File: config.mk
export PLATFORM = sky130hd
export DESIGN_NAME = touch_sample_qualifier_flat
export DESIGN_NICKNAME = d
export VERILOG_FILES = /design/src/rtl/tsq_pkg.sv /design/src/rtl/tsq_if.sv /design/src/rtl/tsq_axis_pick.sv /design/src/rtl/touch_sample_qualifier.sv /design/src/flat_wrapper.sv
export SDC_FILE = /design/constraint.sdc
export NUM_CORES = 1
export LEC_CHECK = 0
export BUFFER_PORTS_ARGS = -buffer_cell sky130_fd_sc_hd__buf_2
export CORE_AREA = 10 10 219 221
export CTS_BUF_LIST = sky130_fd_sc_hd__clkbuf_8
export DETAILED_ROUTE_END_ITERATION = 7
export DIE_AREA = 0 0 229 231
export PLACE_DENSITY = 0.78
export SLEW_MARGIN = 20
export SYNTH_ARGS = -nofsm -noshare
export SYNTH_HDL_FRONTEND = slang
export SYNTH_SLANG_ARGS = --single-unit
File: constraint.sdc
create_clock -name clk -period 8.3 [get_ports clk]
set_input_delay 0.83 -clock clk [delete_from_list [all_inputs] [get_ports clk]]
set_output_delay 0.83 -clock clk [all_outputs]
set_load 0.01 [all_outputs]
File: src/rtl/tsq_pkg.sv
package tsq_pkg;

  // field types
  typedef logic [11:0] sample_t;
  typedef logic [12:0] pres_t;
  typedef logic [31:0] ms_t;
  typedef logic [7:0]  interval_t;

  // item kinds
  typedef enum logic {
    OP_PEN   = 1'b0,
    OP_FRAME = 1'b1
  } op_e;

  // orientation codes
  typedef enum logic [1:0] {
    ROT_FLIP_B    = 2'd0,
    ROT_DIRECT    = 2'd1,
    ROT_FLIP_A    = 2'd2,
    ROT_FLIP_BOTH = 2'd3
  } rot_e;

  // register map, word index
  typedef enum logic [2:0] {
    REG_ROTATION = 3'd0,
    REG_PRESS    = 3'd1,
    REG_RELEASE  = 3'd2,
    REG_INTERVAL = 3'd3,
    REG_IRQ_USED = 3'd4
  } reg_e;

  localparam int unsigned PADDR_W = 5;
  localparam int unsigned PDATA_W = 32;

  localparam sample_t   AXIS_MAX        = 12'd4095;
  localparam pres_t     PRESSURE_OFFSET = 13'd4095;
  localparam pres_t     PRESS_RST       = 13'd400;
  localparam pres_t     RELEASE_RST     = 13'd75;
  localparam interval_t INTERVAL_RST    = 8'd3;

  // captured input transaction
  typedef struct packed {
    op_e     opcode;
    ms_t     now_ms;
    sample_t z1_sample;
    sample_t z2_sample;
    sample_t first_a;
    sample_t first_b;
    sample_t second_a;
    sample_t second_b;
    sample_t third_a;
    sample_t third_b;
  } in_item_t;

  // result transaction
  typedef struct packed {
    sample_t x_coord;
    sample_t y_coord;
    pres_t   pressure;
    logic    is_touched;
    logic    awake;
    logic    frame_used;
    logic    rate_wait;
  } out_item_t;

  // absolute difference of two samples
  function automatic sample_t sample_gap(sample_t p, sample_t q);
    return (p > q) ? (p - q) : (q - p);
  endfunction

  // mean of the closest two of three samples, earlier pairs win ties
  function automatic sample_t closest_mean(sample_t p, sample_t q, sample_t r);
    sample_t    dpq;
    sample_t    dpr;
    sample_t    dqr;
    logic [12:0] sum;
    dpq = sample_gap(p, q);
    dpr = sample_gap(p, r);
    dqr = sample_gap(q, r);
    if (dpq <= dpr && dpq <= dqr) begin
      sum = {1'b0, p} + {1'b0, q};
    end else if (dpr <= dpq && dpr <= dqr) begin
      sum = {1'b0, p} + {1'b0, r};
    end else begin
      sum = {1'b0, q} + {1'b0, r};
    end
    return sum[12:1];
  endfunction

endpackage

File: src/rtl/tsq_if.sv
// input channel
interface tsq_in_if;
  logic                 valid;
  logic                 ready;
  tsq_pkg::op_e         opcode;
  tsq_pkg::ms_t         now_ms;
  tsq_pkg::sample_t     z1_sample;
  tsq_pkg::sample_t     z2_sample;
  tsq_pkg::sample_t     first_a;
  tsq_pkg::sample_t     first_b;
  tsq_pkg::sample_t     second_a;
  tsq_pkg::sample_t     second_b;
  tsq_pkg::sample_t     third_a;
  tsq_pkg::sample_t     third_b;

  modport source (
    output valid, opcode, now_ms, z1_sample, z2_sample,
    output first_a, first_b, second_a, second_b, third_a, third_b,
    input  ready
  );
  modport sink (
    input  valid, opcode, now_ms, z1_sample, z2_sample,
    input  first_a, first_b, second_a, second_b, third_a, third_b,
    output ready
  );
endinterface

// result channel
interface tsq_out_if;
  logic             valid;
  logic             ready;
  tsq_pkg::sample_t x_coord;
  tsq_pkg::sample_t y_coord;
  tsq_pkg::pres_t   pressure;
  logic             is_touched;
  logic             awake;
  logic             frame_used;
  logic             rate_wait;

  modport source (
    output valid, x_coord, y_coord, pressure, is_touched, awake, frame_used, rate_wait,
    input  ready
  );
  modport sink (
    input  valid, x_coord, y_coord, pressure, is_touched, awake, frame_used, rate_wait,
    output ready
  );
endinterface

File: src/rtl/tsq_axis_pick.sv
module tsq_axis_pick (
  input  tsq_pkg::in_item_t item,
  input  tsq_pkg::rot_e     rotation_mode,
  output tsq_pkg::sample_t  x_coord,
  output tsq_pkg::sample_t  y_coord
);

  tsq_pkg::sample_t mean_a;
  tsq_pkg::sample_t mean_b;

  // best two of three on each axis group
  assign mean_a = tsq_pkg::closest_mean(item.first_a, item.second_a, item.third_a);
  assign mean_b = tsq_pkg::closest_mean(item.first_b, item.second_b, item.third_b);

  // orientation mapping
  always_comb begin
    case (rotation_mode)
      tsq_pkg::ROT_FLIP_B: begin
        x_coord = tsq_pkg::AXIS_MAX - mean_b;
        y_coord = mean_a;
      end
      tsq_pkg::ROT_DIRECT: begin
        x_coord = mean_a;
        y_coord = mean_b;
      end
      tsq_pkg::ROT_FLIP_A: begin
        x_coord = mean_b;
        y_coord = tsq_pkg::AXIS_MAX - mean_a;
      end
      default: begin
        x_coord = tsq_pkg::AXIS_MAX - mean_a;
        y_coord = tsq_pkg::AXIS_MAX - mean_b;
      end
    endcase
  end

endmodule

File: src/rtl/touch_sample_qualifier.sv
// a transaction is captured in the input register on acceptance, and its result is
// registered into the result register when the input stage advances
// throughput: one transaction per cycle while the result channel does not stall, with the
// state update between the input register and the result register
// reset: synchronous, wake flag set, time stamp, coordinates and pressure cleared,
// registers back to their default values, both pipeline stages empty
module touch_sample_qualifier (
  input  logic                            clk,
  input  logic                            rst,
  tsq_in_if.sink                          in_ch,
  tsq_out_if.source                       out_ch,
  input  logic                            psel,
  input  logic                            penable,
  input  logic                            pwrite,
  input  logic [tsq_pkg::PADDR_W-1:0]     paddr,
  input  logic [tsq_pkg::PDATA_W-1:0]     pwdata,
  output logic [tsq_pkg::PDATA_W-1:0]     prdata,
  output logic                            pready
);

  // configuration registers
  tsq_pkg::rot_e      rotation_mode;
  tsq_pkg::pres_t     press_threshold;
  tsq_pkg::pres_t     release_threshold;
  tsq_pkg::interval_t min_interval_ms;
  logic               irq_pin_used;

  // qualifier state
  logic               wake_flag;
  tsq_pkg::ms_t       last_good_time;
  tsq_pkg::sample_t   stored_x;
  tsq_pkg::sample_t   stored_y;
  tsq_pkg::pres_t     stored_pressure;

  logic               wake_flag_next;
  tsq_pkg::ms_t       last_good_time_next;
  tsq_pkg::sample_t   stored_x_next;
  tsq_pkg::sample_t   stored_y_next;
  tsq_pkg::pres_t     stored_pressure_next;

  // pipeline registers
  logic               s1_valid;
  tsq_pkg::in_item_t  s1_item;
  logic               out_valid;
  tsq_pkg::out_item_t out_item;

  logic               s1_adv;
  logic               cfg_write;
  tsq_pkg::reg_e      cfg_sel;
  tsq_pkg::ms_t       elapsed;
  tsq_pkg::pres_t     z_val;
  tsq_pkg::sample_t   pick_x;
  tsq_pkg::sample_t   pick_y;
  logic               used;
  logic               wait_flag;

  // register access
  assign pready    = 1'b1;
  assign cfg_sel   = tsq_pkg::reg_e'(paddr[tsq_pkg::PADDR_W-1:2]);
  assign cfg_write = psel && penable && pwrite && pready;

  always_ff @(posedge clk) begin
    if (rst) begin
      rotation_mode     <= tsq_pkg::ROT_FLIP_B;
      press_threshold   <= tsq_pkg::PRESS_RST;
      release_threshold <= tsq_pkg::RELEASE_RST;
      min_interval_ms   <= tsq_pkg::INTERVAL_RST;
      irq_pin_used      <= 1'b1;
    end else if (cfg_write) begin
      unique case (cfg_sel)
        tsq_pkg::REG_ROTATION: rotation_mode     <= tsq_pkg::rot_e'(pwdata[1:0]);
        tsq_pkg::REG_PRESS:    press_threshold   <= pwdata[12:0];
        tsq_pkg::REG_RELEASE:  release_threshold <= pwdata[12:0];
        tsq_pkg::REG_INTERVAL: min_interval_ms   <= pwdata[7:0];
        tsq_pkg::REG_IRQ_USED: irq_pin_used      <= pwdata[0];
        default: ;
      endcase
    end
  end

  // read back
  always_comb begin
    unique case (cfg_sel)
      tsq_pkg::REG_ROTATION: prdata = {30'd0, rotation_mode};
      tsq_pkg::REG_PRESS:    prdata = {19'd0, press_threshold};
      tsq_pkg::REG_RELEASE:  prdata = {19'd0, release_threshold};
      tsq_pkg::REG_INTERVAL: prdata = {24'd0, min_interval_ms};
      tsq_pkg::REG_IRQ_USED: prdata = {31'd0, irq_pin_used};
      default:               prdata = '0;
    endcase
  end

  // handshake: input stage moves on when the result register is free or draining
  assign s1_adv       = s1_valid && (!out_valid || out_ch.ready);
  assign in_ch.ready  = !s1_valid || s1_adv;

  always_ff @(posedge clk) begin
    if (rst) begin
      s1_valid <= 1'b0;
    end else if (in_ch.ready) begin
      s1_valid <= in_ch.valid;
    end
  end

  always_ff @(posedge clk) begin
    if (in_ch.valid && in_ch.ready) begin
      s1_item <= '{opcode:    in_ch.opcode,
                   now_ms:    in_ch.now_ms,
                   z1_sample: in_ch.z1_sample,
                   z2_sample: in_ch.z2_sample,
                   first_a:   in_ch.first_a,
                   first_b:   in_ch.first_b,
                   second_a:  in_ch.second_a,
                   second_b:  in_ch.second_b,
                   third_a:   in_ch.third_a,
                   third_b:   in_ch.third_b};
    end
  end

  // axis filter and orientation
  tsq_axis_pick u_axis_pick (
    .item          (s1_item),
    .rotation_mode (rotation_mode),
    .x_coord       (pick_x),
    .y_coord       (pick_y)
  );

  // pressure never goes negative with the offset added
  assign z_val   = {1'b0, s1_item.z1_sample} + tsq_pkg::PRESSURE_OFFSET
                   - {1'b0, s1_item.z2_sample};
  assign elapsed = s1_item.now_ms - last_good_time;

  // gate and state update
  always_comb begin
    wake_flag_next       = wake_flag;
    last_good_time_next  = last_good_time;
    stored_x_next        = stored_x;
    stored_y_next        = stored_y;
    stored_pressure_next = stored_pressure;
    used                 = 1'b0;
    wait_flag            = 1'b0;
    if (s1_adv) begin
      if (s1_item.opcode == tsq_pkg::OP_PEN) begin
        wake_flag_next = 1'b1;
      end else if (wake_flag) begin
        if (elapsed < {24'd0, min_interval_ms}) begin
          wait_flag = 1'b1;
        end else begin
          used = 1'b1;
          if (z_val < press_threshold) begin
            stored_pressure_next = '0;
            if (z_val < release_threshold && irq_pin_used) begin
              wake_flag_next = 1'b0;
            end
          end else begin
            stored_pressure_next = z_val;
            last_good_time_next  = s1_item.now_ms;
            stored_x_next        = pick_x;
            stored_y_next        = pick_y;
          end
        end
      end
    end
  end

  always_ff @(posedge clk) begin
    if (rst) begin
      wake_flag       <= 1'b1;
      last_good_time  <= '0;
      stored_x        <= '0;
      stored_y        <= '0;
      stored_pressure <= '0;
    end else begin
      wake_flag       <= wake_flag_next;
      last_good_time  <= last_good_time_next;
      stored_x        <= stored_x_next;
      stored_y        <= stored_y_next;
      stored_pressure <= stored_pressure_next;
    end
  end

  // result register
  always_ff @(posedge clk) begin
    if (rst) begin
      out_valid <= 1'b0;
    end else if (s1_adv) begin
      out_valid <= 1'b1;
    end else if (out_ch.ready) begin
      out_valid <= 1'b0;
    end
  end

  always_ff @(posedge clk) begin
    if (s1_adv) begin
      out_item <= '{x_coord:    stored_x_next,
                    y_coord:    stored_y_next,
                    pressure:   stored_pressure_next,
                    is_touched: (stored_pressure_next >= press_threshold),
                    awake:      wake_flag_next,
                    frame_used: used,
                    rate_wait:  wait_flag};
    end
  end

  assign out_ch.valid      = out_valid;
  assign out_ch.x_coord    = out_item.x_coord;
  assign out_ch.y_coord    = out_item.y_coord;
  assign out_ch.pressure   = out_item.pressure;
  assign out_ch.is_touched = out_item.is_touched;
  assign out_ch.awake      = out_item.awake;
  assign out_ch.frame_used = out_item.frame_used;
  assign out_ch.rate_wait  = out_item.rate_wait;

`ifndef NO_ASSERTIONS
  // a frame is either used or held back, never both
  assert property (@(posedge clk) disable iff (rst)
    out_valid |-> !(out_item.frame_used && out_item.rate_wait))
    else $error("frame both used and rate limited");

  // a rate limited frame only happens while awake
  assert property (@(posedge clk) disable iff (rst)
    (out_valid && out_item.rate_wait) |-> out_item.awake)
    else $error("rate wait reported while asleep");

  // a used frame is either a touch or clears the pressure
  assert property (@(posedge clk) disable iff (rst)
    (out_valid && out_item.frame_used) |-> (out_item.is_touched || out_item.pressure == '0))
    else $error("used frame left stale pressure");

  // pen interrupt always wakes the qualifier
  assert property (@(posedge clk) disable iff (rst)
    (s1_adv && s1_item.opcode == tsq_pkg::OP_PEN) |=> wake_flag)
    else $error("pen interrupt did not set wake flag");

  // the good read time stamp only moves when a transaction is processed
  assert property (@(posedge clk) disable iff (rst)
    !s1_adv |=> $stable(last_good_time))
    else $error("time stamp changed without a transaction");
`endif

endmodule
File: src/flat_wrapper.sv
// flat-port wrapper written by rule: the top's interface ports become plain ports
module touch_sample_qualifier_flat 
  (clk, rst, psel, penable, pwrite, paddr, pwdata, prdata, pready, in_ch_valid, in_ch_opcode, in_ch_now_ms, in_ch_z1_sample, in_ch_z2_sample, in_ch_first_a, in_ch_first_b, in_ch_second_a, in_ch_second_b, in_ch_third_a, in_ch_third_b, in_ch_ready, out_ch_valid, out_ch_x_coord, out_ch_y_coord, out_ch_pressure, out_ch_is_touched, out_ch_awake, out_ch_frame_used, out_ch_rate_wait, out_ch_ready);
  tsq_in_if in_ch_i ();
  tsq_out_if out_ch_i ();
  input  logic clk;
  input  logic rst;
  input  logic psel;
  input  logic penable;
  input  logic pwrite;
  input  logic [tsq_pkg::PADDR_W-1:0] paddr;
  input  logic [tsq_pkg::PDATA_W-1:0] pwdata;
  output logic [tsq_pkg::PDATA_W-1:0] prdata;
  output logic pready;
  input wire logic [$bits(in_ch_i.valid)-1:0] in_ch_valid;
  input wire logic [$bits(in_ch_i.opcode)-1:0] in_ch_opcode;
  input wire logic [$bits(in_ch_i.now_ms)-1:0] in_ch_now_ms;
  input wire logic [$bits(in_ch_i.z1_sample)-1:0] in_ch_z1_sample;
  input wire logic [$bits(in_ch_i.z2_sample)-1:0] in_ch_z2_sample;
  input wire logic [$bits(in_ch_i.first_a)-1:0] in_ch_first_a;
  input wire logic [$bits(in_ch_i.first_b)-1:0] in_ch_first_b;
  input wire logic [$bits(in_ch_i.second_a)-1:0] in_ch_second_a;
  input wire logic [$bits(in_ch_i.second_b)-1:0] in_ch_second_b;
  input wire logic [$bits(in_ch_i.third_a)-1:0] in_ch_third_a;
  input wire logic [$bits(in_ch_i.third_b)-1:0] in_ch_third_b;
  output wire logic [$bits(in_ch_i.ready)-1:0] in_ch_ready;
  output wire logic [$bits(out_ch_i.valid)-1:0] out_ch_valid;
  output wire logic [$bits(out_ch_i.x_coord)-1:0] out_ch_x_coord;
  output wire logic [$bits(out_ch_i.y_coord)-1:0] out_ch_y_coord;
  output wire logic [$bits(out_ch_i.pressure)-1:0] out_ch_pressure;
  output wire logic [$bits(out_ch_i.is_touched)-1:0] out_ch_is_touched;
  output wire logic [$bits(out_ch_i.awake)-1:0] out_ch_awake;
  output wire logic [$bits(out_ch_i.frame_used)-1:0] out_ch_frame_used;
  output wire logic [$bits(out_ch_i.rate_wait)-1:0] out_ch_rate_wait;
  input wire logic [$bits(out_ch_i.ready)-1:0] out_ch_ready;
  assign in_ch_i.valid = in_ch_valid;
  assign in_ch_i.opcode = in_ch_opcode;
  assign in_ch_i.now_ms = in_ch_now_ms;
  assign in_ch_i.z1_sample = in_ch_z1_sample;
  assign in_ch_i.z2_sample = in_ch_z2_sample;
  assign in_ch_i.first_a = in_ch_first_a;
  assign in_ch_i.first_b = in_ch_first_b;
  assign in_ch_i.second_a = in_ch_second_a;
  assign in_ch_i.second_b = in_ch_second_b;
  assign in_ch_i.third_a = in_ch_third_a;
  assign in_ch_i.third_b = in_ch_third_b;
  assign in_ch_ready = in_ch_i.ready;
  assign out_ch_valid = out_ch_i.valid;
  assign out_ch_x_coord = out_ch_i.x_coord;
  assign out_ch_y_coord = out_ch_i.y_coord;
  assign out_ch_pressure = out_ch_i.pressure;
  assign out_ch_is_touched = out_ch_i.is_touched;
  assign out_ch_awake = out_ch_i.awake;
  assign out_ch_frame_used = out_ch_i.frame_used;
  assign out_ch_rate_wait = out_ch_i.rate_wait;
  assign out_ch_i.ready = out_ch_ready;
  touch_sample_qualifier u_core (.clk(clk), .rst(rst), .in_ch(in_ch_i), .out_ch(out_ch_i), .psel(psel), .penable(penable), .pwrite(pwrite), .paddr(paddr), .pwdata(pwdata), .prdata(prdata), .pready(pready));
endmodule
* After elaboration in Yosys (flattened, before gate mapping)
Index checks and enable logic that the tools add are counted.
Cells by class: add/sub/neg operators 23, magnitude comparators 18, equal/unequal tests 6, mux-type cells 38, bitwise gates (word level) 2, reduce and logical (&&, ||, !) cells 23
Operators by type and width (number):
- $mux 12 | 16
- $sub 12x12->12 | 12
- $mux 13 | 9
- $le 12x12->1 | 8
- $add 12x12->13 | 6
- $gt 12x12->1 | 6
- $pmux 12 s3 | 2
- $pmux 13 s5 | 1
- $lt 32x8->1 | 1
- $sub 32x32->32 | 1
- $lt 13x13->1 | 2
- $sub 12x12->12 const A | 2
- $add 12x12->13 const B | 1
- $ge 13x13->1 | 1
- $sub 13x12->13 | 1
- $reduce_and 2->1 | 6
- $mux 1 | 10
- $logic_and 1x1->1 | 9
- $eq 3x2->1 const B | 2
- $reduce_and 5->1 | 1
- $eq 3x1->1 const B | 1
- $eq 3x3->1 const B | 1
- $logic_not 3->1 | 1
- $eq 2x1->1 const B | 1
- other kinds (6) | 9
Storage, ports and cells: register bits after elaboration 279, input port bits 173, output and inout port bits 76

* Depth between registers and ports, before layout
depth in word-level cells 13, gate-level depth with buffers 40, mapped depth without buffers 38

* Modules after synthesis
Synthesis repeated with hierarchy kept, for this count alone.
Unflattened totals: cell total of the unflattened synthesis 2794, area total of the unflattened synthesis 25100.3 um2
Modules (own cells, without submodules):
- touch_sample_qualifier | times used 1, cells each 1303, area each 14222.4 um2, sequential area each 7287.0 um2
- tsq_axis_pick | times used 1, cells each 1491, area each 10877.9 um2, sequential area each 0.0 um2

* Worst setup path after synthesis
OpenSTA, ideal clock, no wires.
path kind flip-flop to flip-flop, start register u_core.s1_item[25] (netlist bit), end register u_core.out_item (netlist bit u_core.out_ch.y_coord[11]) (data pin), setup time 262 ps, arrival time 7713 ps, data required time 8038 ps, setup slack 325 ps, cell stages (with the launch flop) 38, cells stage by stage edfxtp_1 inv_1 fa_1 a21o_1 a21oi_1 o21a_1 o31a_1 o21ai_0 clkbuf_1 mux2i_1 o21ai_0 nor4b_1 a211oi_1 a221o_1 a221oi_1 xnor2_1 ha_1 nand4_1 [... 2 more ...] o21bai_1 and2_1 clkbuf_1 clkbuf_1 nand2_1 o21ai_0 ha_1 nor2b_1 o21ai_0 a21boi_0 o21ai_0 a21oi_1 a311oi_1 a21boi_0 o31ai_1 o21ai_0 xor2_1 mux2_2
Between the ends: longest elaborated chain between the ends 13
RTL lines:
- start: declaration | RTL line touch_sample_qualifier.sv:43 | tsq_pkg::in_item_t s1_item;
- start signal: assignment | RTL line touch_sample_qualifier.sv:107 | s1_item <= '{opcode: in_ch.opcode,
- $sub 12x12->12 or $gt 12x12->1 (tied branches) | RTL line tsq_pkg.sv:68 | return (p > q) ? (p - q) : (q - p);
- $mux 12 | RTL line tsq_pkg.sv:68
- $le 12x12->1 | RTL line tsq_pkg.sv:82 | end else if (dpr <= dpq && dpr <= dqr) begin
- $logic_and 1x1->1 | RTL line tsq_pkg.sv:82
- $mux 13 | RTL line tsq_pkg.sv:82
- $mux 13 * | RTL line tsq_pkg.sv:80 | if (dpq <= dpr && dpq <= dqr) begin
- $sub 12x12->12 | RTL line tsq_axis_pick.sv:32 | y_coord = tsq_pkg::AXIS_MAX - mean_b;
- $pmux 12 s3 * | RTL line tsq_axis_pick.sv:17 | case (rotation_mode)
- $mux 12 * | RTL line touch_sample_qualifier.sv:150 | if (z_val < press_threshold) begin
- $mux 12 * | RTL line touch_sample_qualifier.sv:146 | if (elapsed < {24'd0, min_interval_ms}) begin
- $mux 12 * | RTL line touch_sample_qualifier.sv:145 | end else if (wake_flag) begin
- $mux 12 * | RTL line touch_sample_qualifier.sv:143 | if (s1_item.opcode == tsq_pkg::OP_PEN) begin
- $mux 12 * | RTL line touch_sample_qualifier.sv:142 | if (s1_adv) begin
- via u_core.stored_y_next[11] | RTL line touch_sample_qualifier.sv:38 | tsq_pkg::sample_t stored_y_next;
- end signal: assignment | RTL line touch_sample_qualifier.sv:195 | out_item <= '{x_coord: stored_x_next,
- end: declaration | RTL line touch_sample_qualifier.sv:45 | tsq_pkg::out_item_t out_item;
Mark *: on every way through the listed nets, which the timed path passes. The rest lies on a longest branch. A chain may end at the register's enable or synchronous reset.

* Final worst setup path
start register u_core.s1_item[24] (netlist bit), end register u_core.out_item (netlist bit u_core.out_ch.y_coord[8]) (data pin)
Same word-level chain as after synthesis.

==> flow_summary_export.csv <==
group,metric,value,unit
detailed_routing,wirelength,70630,um
finish,drive_gt1_share,16.67,%
detailed_routing,ant_nets,0,
finish,fillCellCount,3756,
critical_path,max_stage_delay,0.41,ns
floorplanning,die_w,229,um
power_and_ir_drop,p_int,3753,uW
power_and_ir_drop,p_sw_share,41.49,%
flow_run,cap_violations,0,
critical_path,worstReg2RegStart,"u_core.s1_item[24]",
worst_hold_path,min_path_type,"input port to register",
cts,h-tree-depth,2,
sta,holdWs,0.3505,ns
critical_path,cp.arrival,8.28,ns
critical_path,crit_fanout,17,
cts,clk_pin_slew,0.08,ns
sta,fin_skew,0.04849,ns
power_and_ir_drop,p_switching,2661,uW
sta,period_share,95.59,%
sta,worst_pin_slew,1.085,ns
critical_path,critical_path_class,"register to register",
floorplanning,num_rows,77,
finish,nets,3479,
synth,synth-simple-area-share,12.44,%
power_and_ir_drop,pwr-share-clk,19.9,%
synth,yosysWarnings,0,
floorplanning,io_pins,249,
global_routing,grt_usage,25.42,%
synth,synth_area,24010,sq um
critical_path,r2r_end,"u_core.out_ch.y_coord[8]",
global_routing,grt_pass1_wl,110000,um
placement,dp_cells,3477,
detailed_routing,drt_iter0_drc,1580,
status,status,"completed",
synth,yosysSeqAreaShare,30.35,%
critical_path,crit_slowest_cell,"edfxtp_1",
detailed_routing,drc,0,
cts,cts_root_buf,"clkbuf_8",
cts,cts.sinks,279,
finish,area_growth,14.40,%
floorplanning,floorplan.initialDensity,54.90,%
global_routing,grt_overflow,0,
cts,clk_path_buf_depth,3,
detailed_routing,route.detailed.wl_per_inst,19.73,um
cts,cts_made_buffers,49,
sta,hold_viol_final,0,
critical_path,crit_top_cell,"a21oi_1",
critical_path,worstSetupEndpointType,"register",
synth,synth_top_family_by_area,"compound AO/OA/AOI/OAI gates",
placement,port_buffers,207,
critical_path,endpoint,"u_core.out_ch.y_coord[8]",
detailed_routing,dr.pass1.iters,6,
placement,hpwl,56210,um
sta,slew_headroom,27.67,%
synth,muxShareOfSynthArea,5.862,%
critical_path,cp-start-kind,"register",
synth,yosysMostFrequentCell,"ha_1",
synth,yosysTopAreaCellShare,21.26,%
synth,ys_types,80,
synth,synth_xor_area_share,5.398,%
synth,ys_seq_elements,279,
synth,synth_area_leader_cell,"edfxtp_1",
critical_path,required,8.65,ns
power_and_ir_drop,power.leakage,0.01241,uW
synth,synth_adder_area_share,19.27,%
global_routing,antenna_found_initial,2,
sta,fmaxAchievable,0.1260,GHz
synth,synth_common_cells,"341 x ha_1, 265 x inv_1, 211 x a21oi_1",
floorplanning,coreArea,43740,sq um
global_routing,grt_start_max_net_pins,75,
power_and_ir_drop,power_frac_seq,25.4,%
finish,finalNonFillerCells,3580,
synth,synthFlopType,"edfxtp_1",
sta,setup_violations,0,
cts,tritoncts,"done",
power_and_ir_drop,powerDensity,233.5,nW/um^2
synth,ys_top_cells_by_area,"edfxtp_1 21%, ha_1 18%, dfxtp_1 9.1%",
sta,fin_setup_tns,0,ns
synth,syn_inst,2669,
detailed_routing,num_vias,20910,
synth,synth_compound_area_share,20.14,%
critical_path,r2r_slack,0.37,ns
sta,finalCriticalPeriod,7.934,ns
critical_path,cp-startpoint,"u_core.s1_item[24]",
floorplanning,dieArea,52900,sq um
global_routing,grt_pass1_vias,20780,
cts,clk_latency,0.65,ns
placement,place_congestion,0.9457,
detailed_routing,vias_per_cell,5.841,
floorplanning,fp.dieH,231,um
synth,syn_area_per_cell,8.997,sq um
sta,slew_viol_final,0,
power_and_ir_drop,combinationalPowerShare,54.7,%
power_and_ir_drop,peakVddDrop,175.0,uV
critical_path,r2r_cells,39,
synth,async_flop_share,0,%
synth,synth_edf_count,170,
-- layer usage --
layer	global-route usage (%)	wire length (um)
met2	42.65	33300
met4	9.994	2472
met5	0	0
met3	3.324	3838
met1	32.74	31020
-- through the flow --
step                util (%)  instance area, sq um  setup slack (ns)  power [uW]
floorplan                  -                 24080            0.3252        3915
global placement       59.81                 26160           -0.5357        4794
detailed placement     59.81                 26160           -0.5531        4897
CTS                    62.11                 27170           0.01858        6220
global route           62.81                 27470          -0.09183        6833
finish                 62.81                 27470            0.3659        6414
-- cell usage in the layout, fill, tap and decap left out, types with 10 or more instances in the layout --
cell       Yosys  layout
a211oi_1      27      25
dfxtp_1      109     109
fa_1          18      15
ha_1         341     341
o41ai_1       12      11
buf_2          5     207
o31ai_1       11      10
conb_1         2      20
nand2b_1      21      21
a31oi_1       16      13
nand3_1       28      28
mux2i_1       96      90
o21ai_0      136     126
nand4_1       39      39
o21bai_1      37      36
nor2b_1       35      33
a22oi_1       12      12
mux2_4        11      11
o211ai_1      29      29
xor2_1        48      48
a21oi_1      211     202
inv_1        265     281
nand2_1      184     183
o21a_1        32      32
and2_1        38      36
a2111oi_0     16      13
a21o_1       100     100
clkbuf_8       0      53
or3_1         16      16
xnor2_1      100      99
nor2_1       174     173
edfxtp_1     170     170
o311ai_0      11      11
nor3_1        34      30
mux2_2        20      20
o21ai_1        3      10
and3_1        24      24
buf_4         22     114
-- power groups by stage --
| stage | clock network, uW | logic (uW) | registers (uW) |
|---|---|---|---|
| floorplan | 0 | 2270 | 1650 |
| global placement | 0 | 3140 | 1650 |
| detailed placement | 0 | 3240 | 1660 |
| CTS | 1300 | 3290 | 1630 |
| global route | 1370 | 3830 | 1630 |
| finish | 1280 | 3510 | 1630 |
-- state kept, by name, summed over array words and instances, names as in the netlist, 12 cells and up --
signal and flops:
u_core.s1_item 129, u_core.last_good_time 32, u_core.out_ch.pressure 13, u_core.press_threshold 13, u_core.release_threshold 13, u_core.stored_pressure 13, u_core.out_ch.x_coord 12, u_core.out_ch.y_coord 12
u_core.stored_x 12, u_core.stored_y 12
-- critical path: cells and delay by family (launching register included) --
kind | cells | cell delay (ns)
mux | 2 | 0.70
xor+xnor | 2 | 0.47
buf+inv | 5 | 0.64
simple gates | 5 | 0.60
flops | 1 | 0.41
compound gates | 21 | 3.65
fa+ha+maj | 4 | 1.15
-- timing repair --
item / 4_1_cts / 5_1_grt
cloned: 0 / 0
gates resized for setup: 9 / 59
pin swaps: 1 / 18
hold buffers: 0 / 0
endpoints found under the setup margin: 31 / 36
buffers inserted: 1 / 10
-- kinds of logic after synthesis --
family,Yosys count
XOR/XNOR,148
multiplexers,130
flip-flops,279
other,2
AND/OR/NAND/NOR,627
buffers and inverters,385
AO/OA/AOI/OAI,739
adder cells (fa/ha/maj),359
-- layout make-up --
| cell class | instances | area (sq um) | area share, % |
|---|---|---|---|
| antenna | 1 | 2.502 | 0.009109 |
| clock buffer | 53 | 729.5 | 2.655 |
| clock inverter | 38 | 230.2 | 0.8380 |
| inverter | 268 | 1010 | 3.676 |
| multi-input combinational | 2023 | 15510 | 56.44 |
| sequential | 279 | 7287 | 26.53 |
| tap | 592 | 740.7 | 2.696 |
| timing repair buffer | 326 | 1966 | 7.155 |
-- worst min-delay path by stage --
stage / to / start / cells past startpoint
after global routing: u_core.s1_item[56] / in_ch_first_b[8] / 1
after global placement: u_core.press_threshold[2] / u_core.press_threshold[2] / 2
after floorplan: u_core.stored_x[8] / u_core.stored_x[8] / 2
after detailed placement: u_core.press_threshold[2] / u_core.press_threshold[2] / 2
after CTS: u_core.s1_item[24] / in_ch_second_b[0] / 1
final: u_core.s1_item[8] / in_ch_third_b[8] / 1
No activity file was read; power rests on OpenSTA's default activity.
